## src/sv/schur_reduced_rhs_accumulator_core_assert.svh

```systemverilog
// ----------------------------------------------------------------------------
// Assertion macros for the reduced right-hand side accumulator
// Shared property forms used by the controller of the accumulator core.
// ----------------------------------------------------------------------------
`ifndef SCHUR_REDUCED_RHS_ACCUMULATOR_CORE_ASSERT_SVH
`define SCHUR_REDUCED_RHS_ACCUMULATOR_CORE_ASSERT_SVH

// The consequent must hold in the same cycle as the antecedent.
`define SRRA_ASSERT_IMP(label, clk, rst_n, ante, cons, msg) \
    label: assert property (@(posedge clk) disable iff (!rst_n) (ante) |-> (cons)) \
        else $error(msg);

// The consequent must hold in the cycle after the antecedent.
`define SRRA_ASSERT_NXT(label, clk, rst_n, ante, cons, msg) \
    label: assert property (@(posedge clk) disable iff (!rst_n) (ante) |=> (cons)) \
        else $error(msg);

// The condition must never hold.
`define SRRA_ASSERT_NEVER(label, clk, rst_n, cond, msg) \
    label: assert property (@(posedge clk) disable iff (!rst_n) !(cond)) \
        else $error(msg);

`endif

```

## src/sv/srra_pkg.sv

```systemverilog
// ----------------------------------------------------------------------------
// Reduced right-hand side accumulator package
// Types, codes and constants shared by the accumulator modules.
// ----------------------------------------------------------------------------
package srra_pkg;

    localparam int CAMERAS_DEFAULT = 256;
    localparam int POINTS_DEFAULT  = 4096;
    localparam int ROWS_PER_CAMERA = 9;
    localparam int DIM             = 3;

    localparam logic [1:0] CMD_LOAD_POINT  = 2'd0;
    localparam logic [1:0] CMD_LOAD_CAMERA = 2'd1;
    localparam logic [1:0] CMD_OBSERVE     = 2'd2;
    localparam logic [1:0] CMD_READ        = 2'd3;

    typedef enum logic [1:0] {
        FOP_MUL,
        FOP_ADD,
        FOP_SUB
    } fpu_op_t;

    typedef struct packed {
        logic       latch;
        logic       ca_rd;
        logic       pp_rd;
        logic       pp_wr;
        logic       ca_wr_vec;
        logic       ca_wr_acc;
        logic       acc_zero;
        logic       acc_from_ca;
        logic       acc_from_fpu;
        logic       tmp_from_fpu;
        logic       fpu_start;
        fpu_op_t    fpu_op;
        logic [1:0] row;
        logic [1:0] col;
        logic       result_strobe;
    } ctrl_t;

    typedef struct packed {
        logic [1:0] cmd;
        logic       addr_ok;
        logic       pt_ok;
        logic       fpu_done;
    } stat_t;

    function automatic logic [2:0] tri_index(input logic [1:0] row, input logic [1:0] col);
        logic [1:0] hi;
        logic [1:0] lo;
        logic [2:0] idx;
        hi = (row > col) ? row : col;
        lo = (row > col) ? col : row;
        case (hi)
            2'd0:    idx = 3'd0;
            2'd1:    idx = 3'd1 + {1'b0, lo};
            default: idx = 3'd3 + {1'b0, lo};
        endcase
        return idx;
    endfunction

endpackage

```

## src/sv/srra_controller.sv

```systemverilog
// ----------------------------------------------------------------------------
// Accumulator controller
// Sequences each command through the memories and the shared binary64 unit.
// ----------------------------------------------------------------------------
`include "schur_reduced_rhs_accumulator_core_assert.svh"

module srra_controller
(
    input  logic            clk,
    input  logic            rst_n,
    input  logic            start,
    output logic            busy,
    input  srra_pkg::stat_t stat,
    output srra_pkg::ctrl_t ctrl
);
    import srra_pkg::*;

    typedef enum logic [3:0] {
        C_IDLE,
        C_DISPATCH,
        C_LP_ZERO,
        C_LP_MUL,
        C_LP_MWAIT,
        C_LP_ADD,
        C_LP_AWAIT,
        C_OBS_RD,
        C_OBS_MUL,
        C_OBS_MWAIT,
        C_OBS_SUB,
        C_OBS_SWAIT,
        C_RD_ISSUE,
        C_RD_OUT
    } cstate_t;

    cstate_t    state_reg, state_next;
    logic [1:0] row_reg, row_next;
    logic [1:0] col_reg, col_next;
    logic       busy_reg, busy_next;

    always_comb
    begin
        state_next = state_reg;
        row_next   = row_reg;
        col_next   = col_reg;
        ctrl       = '0;
        ctrl.fpu_op = FOP_MUL;
        ctrl.row   = row_reg;
        ctrl.col   = col_reg;
        case (state_reg)
            C_IDLE:
            begin
                if (start)
                begin
                    ctrl.latch = 1'b1;
                    state_next = C_DISPATCH;
                end
            end
            C_DISPATCH:
            begin
                row_next = 2'd0;
                col_next = 2'd0;
                case (stat.cmd)
                    CMD_LOAD_POINT:
                    begin
                        state_next = stat.pt_ok ? C_LP_ZERO : C_IDLE;
                    end
                    CMD_LOAD_CAMERA:
                    begin
                        ctrl.ca_wr_vec = stat.addr_ok;
                        state_next     = C_IDLE;
                    end
                    CMD_OBSERVE:
                    begin
                        state_next = (stat.addr_ok && stat.pt_ok) ? C_OBS_RD : C_IDLE;
                    end
                    default:
                    begin
                        state_next = C_RD_ISSUE;
                    end
                endcase
            end
            C_LP_ZERO:
            begin
                ctrl.acc_zero = 1'b1;
                state_next    = C_LP_MUL;
            end
            C_LP_MUL:
            begin
                ctrl.fpu_start = 1'b1;
                state_next     = C_LP_MWAIT;
            end
            C_LP_MWAIT:
            begin
                if (stat.fpu_done)
                begin
                    ctrl.tmp_from_fpu = 1'b1;
                    state_next        = C_LP_ADD;
                end
            end
            C_LP_ADD:
            begin
                ctrl.fpu_op    = FOP_ADD;
                ctrl.fpu_start = 1'b1;
                state_next     = C_LP_AWAIT;
            end
            C_LP_AWAIT:
            begin
                ctrl.fpu_op = FOP_ADD;
                if (stat.fpu_done)
                begin
                    ctrl.acc_from_fpu = 1'b1;
                    if (col_reg != 2'd2)
                    begin
                        col_next   = col_reg + 2'd1;
                        state_next = C_LP_MUL;
                    end
                    else
                    begin
                        ctrl.pp_wr = 1'b1;
                        col_next   = 2'd0;
                        if (row_reg != 2'd2)
                        begin
                            row_next   = row_reg + 2'd1;
                            state_next = C_LP_ZERO;
                        end
                        else
                        begin
                            state_next = C_IDLE;
                        end
                    end
                end
            end
            C_OBS_RD:
            begin
                ctrl.pp_rd = 1'b1;
                ctrl.ca_rd = (col_reg == 2'd0);
                state_next = C_OBS_MUL;
            end
            C_OBS_MUL:
            begin
                ctrl.acc_from_ca = (col_reg == 2'd0);
                ctrl.fpu_start   = 1'b1;
                state_next       = C_OBS_MWAIT;
            end
            C_OBS_MWAIT:
            begin
                if (stat.fpu_done)
                begin
                    ctrl.tmp_from_fpu = 1'b1;
                    state_next        = C_OBS_SUB;
                end
            end
            C_OBS_SUB:
            begin
                ctrl.fpu_op    = FOP_SUB;
                ctrl.fpu_start = 1'b1;
                state_next     = C_OBS_SWAIT;
            end
            C_OBS_SWAIT:
            begin
                ctrl.fpu_op = FOP_SUB;
                if (stat.fpu_done)
                begin
                    ctrl.acc_from_fpu = 1'b1;
                    if (col_reg != 2'd2)
                    begin
                        col_next   = col_reg + 2'd1;
                        state_next = C_OBS_RD;
                    end
                    else
                    begin
                        ctrl.ca_wr_acc = 1'b1;
                        state_next     = C_IDLE;
                    end
                end
            end
            C_RD_ISSUE:
            begin
                ctrl.ca_rd = stat.addr_ok;
                state_next = C_RD_OUT;
            end
            C_RD_OUT:
            begin
                ctrl.result_strobe = 1'b1;
                state_next         = C_IDLE;
            end
            default:
            begin
                state_next = C_IDLE;
            end
        endcase
        busy_next = (state_next != C_IDLE);
    end

    always_ff @(posedge clk or negedge rst_n)
    begin
        if (!rst_n)
        begin
            state_reg <= C_IDLE;
            row_reg   <= 2'd0;
            col_reg   <= 2'd0;
            busy_reg  <= 1'b0;
        end
        else
        begin
            state_reg <= state_next;
            row_reg   <= row_next;
            col_reg   <= col_next;
            busy_reg  <= busy_next;
        end
    end

    assign busy = busy_reg;

    `SRRA_ASSERT_NXT(a_accept_sets_busy, clk, rst_n, start && !busy, busy, "Accepted transfer did not raise busy.")
    `SRRA_ASSERT_IMP(a_result_only_read, clk, rst_n, ctrl.result_strobe, stat.cmd == CMD_READ, "Result produced for a command other than read.")
    `SRRA_ASSERT_NEVER(a_single_write, clk, rst_n, ctrl.pp_wr && (ctrl.ca_wr_acc || ctrl.ca_wr_vec), "Both memories written in one cycle.")

endmodule

```

## config.mk

```make
export PLATFORM = sky130hd
export DESIGN_NAME = srra_controller
export DESIGN_NICKNAME = d
export VERILOG_FILES = /design/src/sv/srra_pkg.sv /design/src/sv/srra_controller.sv
export VERILOG_INCLUDE_DIRS = /design/src /design/src/sv
export SDC_FILE = /design/constraint.sdc
export NUM_CORES = 1
export LEC_CHECK = 0
export BUFFER_PORTS_ARGS = -buffer_cell sky130_fd_sc_hd__buf_2
export CAP_MARGIN = 20
export CELL_PAD_IN_SITES_DETAIL_PLACEMENT = 2
export CELL_PAD_IN_SITES_GLOBAL_PLACEMENT = 2
export CORE_MARGIN = 8
export CORE_UTILIZATION = 28
export DETAILED_ROUTE_END_ITERATION = 8
export PLACE_DENSITY = 0.89
export SLEW_MARGIN = 20
export SYNTH_ARGS = -nofsm -noshare
export SYNTH_HDL_FRONTEND = slang
export SYNTH_SLANG_ARGS = --single-unit
```

## constraint.sdc

```tcl
create_clock -name clk -period 2.3 [get_ports clk]
set_input_delay 0.115 -clock clk [delete_from_list [all_inputs] [get_ports clk]]
set_output_delay 0.115 -clock clk [all_outputs]
set_load 0.05 [all_outputs]
```

* Word-level counts from Yosys, hierarchy flattened
Index checks and enable logic that the tools add are counted.
Storage, ports and cells: bits in registers 9, input bits 8
Cells by class: add/subtract/negate cells 2, equal/unequal tests 22, muxes and demuxes 39, reduce and logical (&&, ||, !) cells 14
Operators by type and width (count):
- $pmux W4 S13 | 1
- $eq A4 B4 Y1 const B | 6
- $mux W4 | 6
- $mux W2 | 9
- $eq A4 B3 Y1 const B | 4
- $mux W1 | 16
- $ne A2 B2 Y1 const B | 7
- $pmux W4 S3 | 1
- $eq A4 B2 Y1 const B | 2
- $pmux W2 S2 | 2
- $reduce_and A4 Y1 | 2
- $reduce_or A2 Y1 | 4
- $mux W3 | 2
- $pmux W2 S3 | 1
- $add A2 B1 Y2 const B | 2
- $eq A4 B1 Y1 const B | 1
- $logic_not A2 Y1 | 2
- $logic_not A4 Y1 | 1
- $reduce_bool A4 Y1 | 1
- $reduce_or A4 Y1 | 1
- $reduce_bool A3 Y1 | 1
- $eq A2 B1 Y1 const B | 1
- $eq A2 B2 Y1 const B | 1
- $pmux W1 S2 | 1
- other kinds (2) | 2

* Depth between registers and ports, before layout
Gate-level depths: netlist of the first run.
word-level depth 6, gate-level depth with buffers 6, gate-level depth less buffers 6

* Least setup slack after synthesis of the first run
OpenSTA, ideal clock, no wires.
kind flip-flop to output port, start point register state_reg[0], end point output ctrl[7] in the netlist's numbering, arrival time 2.047 ns, required time 2.185 ns, path slack 0.138 ns, cell stages (with the launch flop) 5, path buffers 2, cell sequence dfrtp_1 buf_2 buf_2 nand2_1 o32ai_1
RTL lines:
- start: declaration | RTL line srra_controller.sv:35 | cstate_t state_reg, state_next;
- start signal: assignment | RTL line srra_controller.sv:206 | state_reg <= state_next;
- end: declaration | RTL line srra_controller.sv:14 | output srra_pkg::ctrl_t ctrl

==> results.ini, run 1 <==
[floorplanning]
die_area_um2=5160
fp-row-count=20
ioPinCount=27
core_area_um2=3000
die_w_um=71.8
die_h_um=71.8
initial_utilization=0.290

[drt]
route.vias.total=947
drt_iter0_drc=23
dr.pass1.iters=4
totalWireLength_mm=3.22
drc_errors=0
antenna_left=0
viasPerCell=5.60
wl_per_cell_um=19.1

[global_route]
grt_max_degree=16
grt_pass1_vias=1077
grt_usage=0.131
grt_pass1_wl_mm=5.53
antenna_found_initial=0
grt_overflow_total=0

[worst_setup_path]
start_kind=register
crit_arrival_ns=1.98
r2r-start=col_reg[0]
regToRegEndpoint=busy
rrSetupSlack_ns=0.25
cp_max_fo=13
end_kind=output port
cp.required_ns=2.18
worst_r2r_path_depth=6
crit_type=register to output port

[power]
pwr-share-seq=0.218
power.share.combinational=0.701
swShare=0.596
p_switching_uw=977
p_clk_frac=0.081
ir_drop_uv=420
p_int_uw=662
power_leakage_nw=0.496
power-per-cell-area_nw_per_um2=1550

[sta]
slew_headroom=0.684
hold_violations=0
rsz0062_at_grt=false
fmaxAchievable_ghz=0.478
finalSetupViolCount=0
fin_skew_ns=0.0142
fin_tns_setup_ns=0
drv_slew=0
finalWorstPathRequiredPeriod_ns=2.09
min_period_over_period=0.909
worstMarginPinSlew_ns=0.474

[worst_hold_path]
hold_depth=2
hp-class=input port to register
hold_end=state_reg[2]
hp-start=stat[4]

[synth]
postSynthAreaPerCell_um2=7.93
yosysSeqAreaShare=0.258
syn_nets=122
synth.distinct_cells=43
yosys.area.top_type=dfrtp_1
synthTopCellsByArea=dfrtp_1, ha_1, nor2_1
synthesis.area_um2=872
netlist.area_leader.share=0.258
yosysWarnings=0
synthCells=110
synth.ff_latch_count=9
ys.flop_type=dfrtp_1
synth_async_sr_flop_share=1.00
synth-edff-count=0

[run]
maxCapViolations=0

[final_layout]
final_util=0.353
area_growth_pct=21.4
diodes=0
mostFrequentLayoutCells=buf_2, nor2_1, dfrtp_1
largest_reg_flops=4
fin_nets=149
final_common_cell=buf_2
fin_area_um2=1060
layout-drive-gt1-share=0.243

[clock_network]
post_cts_resized=0
clockBufferDepth=2
clockRootBuffer=clkbuf_4
cts_tree=done
htree_levels=1
cts.sinks=9
clkTransAtPathRegs_ns=0.06
numCtsBuffers=3
clock_latency_ns=0.27

[place]
io_buffers=26
hpwlAfterDp_mm=2.48
gp_congestion=0.822
dpl-instance-area_um2=1020

[status]
outcome=complete, no violations

[critical path: stages (launching register included)]
cell and delay [ns]:
dfrtp_1 0.53, buf_4 0.26, nand2b_1 0.22, or2_1 0.31
nor2_1 0.12, buf_2 0.28
[synthesized netlist by cell type, drive strengths merged, types with 2 or more instances]
| master | n |
|---|---|
| a211oi | 3 |
| ha | 4 |
| nor3b | 2 |
| o21ai | 3 |
| a21oi | 8 |
| inv | 8 |
| nor4bb | 2 |
| clkbuf | 2 |
| o22ai | 4 |
| o211ai | 2 |
| nand2b | 5 |
| dfrtp | 9 |
| a221o | 2 |
| buf | 7 |
| nand2 | 7 |
| a22oi | 2 |
| nor2 | 13 |
| mux2i | 4 |
| o21bai | 2 |
[kinds of logic (layout without fill, tap and decap cells)]
family	Yosys count	count (layout)	synth area share
DFF	9	9	0.258
and+or+nand+nor	42	42	0.277
buffers and inverters	17	43	0.0932
muxes	4	4	0.0459
AOI/OAI and AO/OA	34	34	0.268
adders and majority gates	4	4	0.0574
[power groups by stage]
| stage | Sequential, mW | Combinational [mW] | Clock (mW) |
|---|---|---|---|
| 2_1_floorplan | 0.358 | 0.855 | 0 |
| 3_3_place_gp | 0.343 | 1.10 | 0 |
| 3_5_place_dp | 0.357 | 1.15 | 0 |
| 4_1_cts | 0.358 | 1.16 | 0.136 |
| 5_1_grt | 0.373 | 1.25 | 0.143 |
| 6_report | 0.358 | 1.15 | 0.133 |
[metrics by stage]
step | worst slack, ns | hold WS, ns | instances | power (mW)
2_1_floorplan | 0.138 | -0.181 | 110 | 1.21
3_3_place_gp | 0.385 | -0.0206 | 164 | 1.44
3_5_place_dp | 0.291 | -0.0136 | 164 | 1.51
4_1_cts | 0.207 | 0.184 | 169 | 1.66
5_1_grt | 0.129 | 0.198 | 169 | 1.76
6_report | 0.209 | 0.191 | 169 | 1.64
[worst max path at each step]
stage | start | to | cells after the start
2_1_floorplan | state_reg[0] | ctrl[7] | 4
3_3_place_gp | col_reg[0] | busy | 6
3_5_place_dp | col_reg[0] | busy | 6
4_1_cts | state_reg[3] | ctrl[14] | 5
5_1_grt | state_reg[0] | ctrl[8] | 6
6_report | state_reg[3] | ctrl[14] | 5
[metal layers]
metal	part of all wire	GRT usage	vias to the layer above
li1	-	-	455
met1	0.45	0.153	472
met2	0.51	0.243	18
met3	0.034	0.0237	2
met4	0.0040	0.0181	0
met5	0	0	-
[area by class of cell]
class                           instances  area [um2]
Fill cell                             355        1940
Multi-Input combinational cell         84         566
Sequential cell                         9         225
Timing Repair Buffer                   31         170
Tap cell                               33        41.3
Inverter                                8        30.0
Clock buffer                            4        26.3
[timing repair]
item | CTS | global route
buffers inserted | 0 | 0
endpoints found under the hold margin | 9 | 0
hold buffers | 1 | 0
Power figures use the tool's default switching activity.
==> run 2, diff against run 1 <==
CAP_MARGIN = unset   (was 20)
CORE_MARGIN = unset   (was 8)
CORE_UTILIZATION = 29   (was 28)
CTS_BUF_LIST = sky130_fd_sc_hd__clkbuf_2 sky130_fd_sc_hd__clkbuf_4 sky130_fd_sc_hd__clkbuf_8   (was unset)
PLACE_DENSITY = 0.92   (was 0.89)
==> results.ini, run 2 (synthesized netlist as in run 1, its figures left out) <==
[global_route]
antenna_found_initial=0
grt_max_degree=14
grt_pass1_wl_mm=5.18
grt_overflow_total=0
grt_usage=0.205
grt_pass1_vias=1021

[worst_setup_path]
crit_arrival_ns=2.14
cp.required_ns=2.43
critPathTopFamily=simple AND/OR/NAND/NOR gates
crit_chain=inv_1 > ha_1 > nand2_1 > o211ai_1 > o311ai_1 > or4_1
rrSetupSlack_ns=0.29
cp_slowest_stage_delay_ns=0.53
worst_r2r_path_depth=6
start_kind=register
cp_max_fo=7
crit_slowest_cell=or4_1
regToRegEndpoint=busy
cp_num_buf_inv=1
end_kind=register
crit_type=register to register
r2r-start=col_reg[0]

[floorplanning]
die_area_um2=3230
die_h_um=56.8
die_w_um=56.8
initial_utilization=0.311
fp-row-count=19
ioPinCount=27
core_area_um2=2810

[clock_network]
clock_latency_ns=0.26
post_cts_buffers=0
cts_tree=done
hold_buffers=1
htree_levels=1
clockRootBuffer=clkbuf_4
clockBufferDepth=2
cts.sinks=9
post_cts_resized=0
numCtsBuffers=3
clkTransAtPathRegs_ns=0.07

[sta]
fin_skew_ns=0.00760
slew_headroom=0.746
drv_slew=0
worstMarginPinSlew_ns=0.376
min_period_over_period=0.872
rsz0062_at_grt=false
hold_violations=0
fin_tns_setup_ns=0
finalSetupViolCount=0
fmaxAchievable_ghz=0.498
finalWorstPathRequiredPeriod_ns=2.01

[final_layout]
area_growth_pct=23.8
largest_reg_flops=4
fin_nets=152
final_common_cell=buf_2
layout-drive-gt1-share=0.266
final_cells=170
mostFrequentLayoutCells=buf_2, nor2_1, dfrtp_1
diodes=0

[drt]
route.vias.total=946
dr.pass1.iters=6
drt_iter0_drc=28
totalWireLength_mm=3.08
antenna_left=0
wl_per_cell_um=18.1
viasPerCell=5.56
drc_errors=4

[worst_hold_path]
hp-class=input port to register
hold_depth=2
hp-start=stat[4]
hold_end=state_reg[2]

[run]
maxCapViolations=0

[power]
power_leakage_nw=0.514
total_power_mw=1.67
ir_drop_uv=407
power-per-cell-area_nw_per_um2=1550

[place]
gp_congestion=0.785
io_buffers=26
dp.cells=165
hpwlAfterDp_mm=2.35

[status]
failed_checks=DRC
outcome=finished with violations

## run 2: changes by cell type in the layout (fill, tap and decap cells not counted)
cell	delta
buf_4	+3
clkinv_2	+1
clkbuf_1	-1
## run 2: area by class of cell
class	count	area [um2]
Clock inverter	1	5.00
Clock buffer	3	22.5
Timing Repair Buffer	34	193
Sequential cell	9	225
Multi-Input combinational cell	84	566
Tap cell	31	38.8
Inverter	8	30.0
Fill cell	333	1730
## run 2: worst max-delay path by stage
| stage | startpoint | to | slack, ns | cells past startpoint |
|---|---|---|---|---|
| finish | col_reg[0] | busy | 0.29 | 6 |
| global route | state_reg[2] | ctrl[9] | 0.19 | 6 |
| CTS | col_reg[0] | busy | 0.29 | 6 |
| detailed placement | col_reg[0] | busy | 0.33 | 6 |
| global placement | col_reg[0] | busy | 0.40 | 6 |
| floorplan | state_reg[0] | ctrl[7] | 0.14 | 4 |
## run 2: where the power goes
part           switching [mW]  internal, mW
clock network          0.0608        0.0642
logic                   0.831         0.408
registers              0.0868         0.220
total                   0.978         0.692
## run 2: stage by stage
stage	cell area (um2)	util	hold WS (ns)	setup slack (ns)
after floorplan	872	-	-0.181	0.138
after global placement	1040	0.372	-0.0285	0.398
after detailed placement	1040	0.372	-0.0167	0.332
after CTS	1080	0.385	0.194	0.286
after global routing	1080	0.385	0.201	0.192
final	1080	0.385	0.197	0.293
## run 2: per-layer routing
layer  up-vias  wire [um]  GRT usage
met5         -          0          0
met1       468       1450      0.277
met4         0          5     0.0418
li1        464          -          -
met2        12       1570      0.354
met3         2         49     0.0207
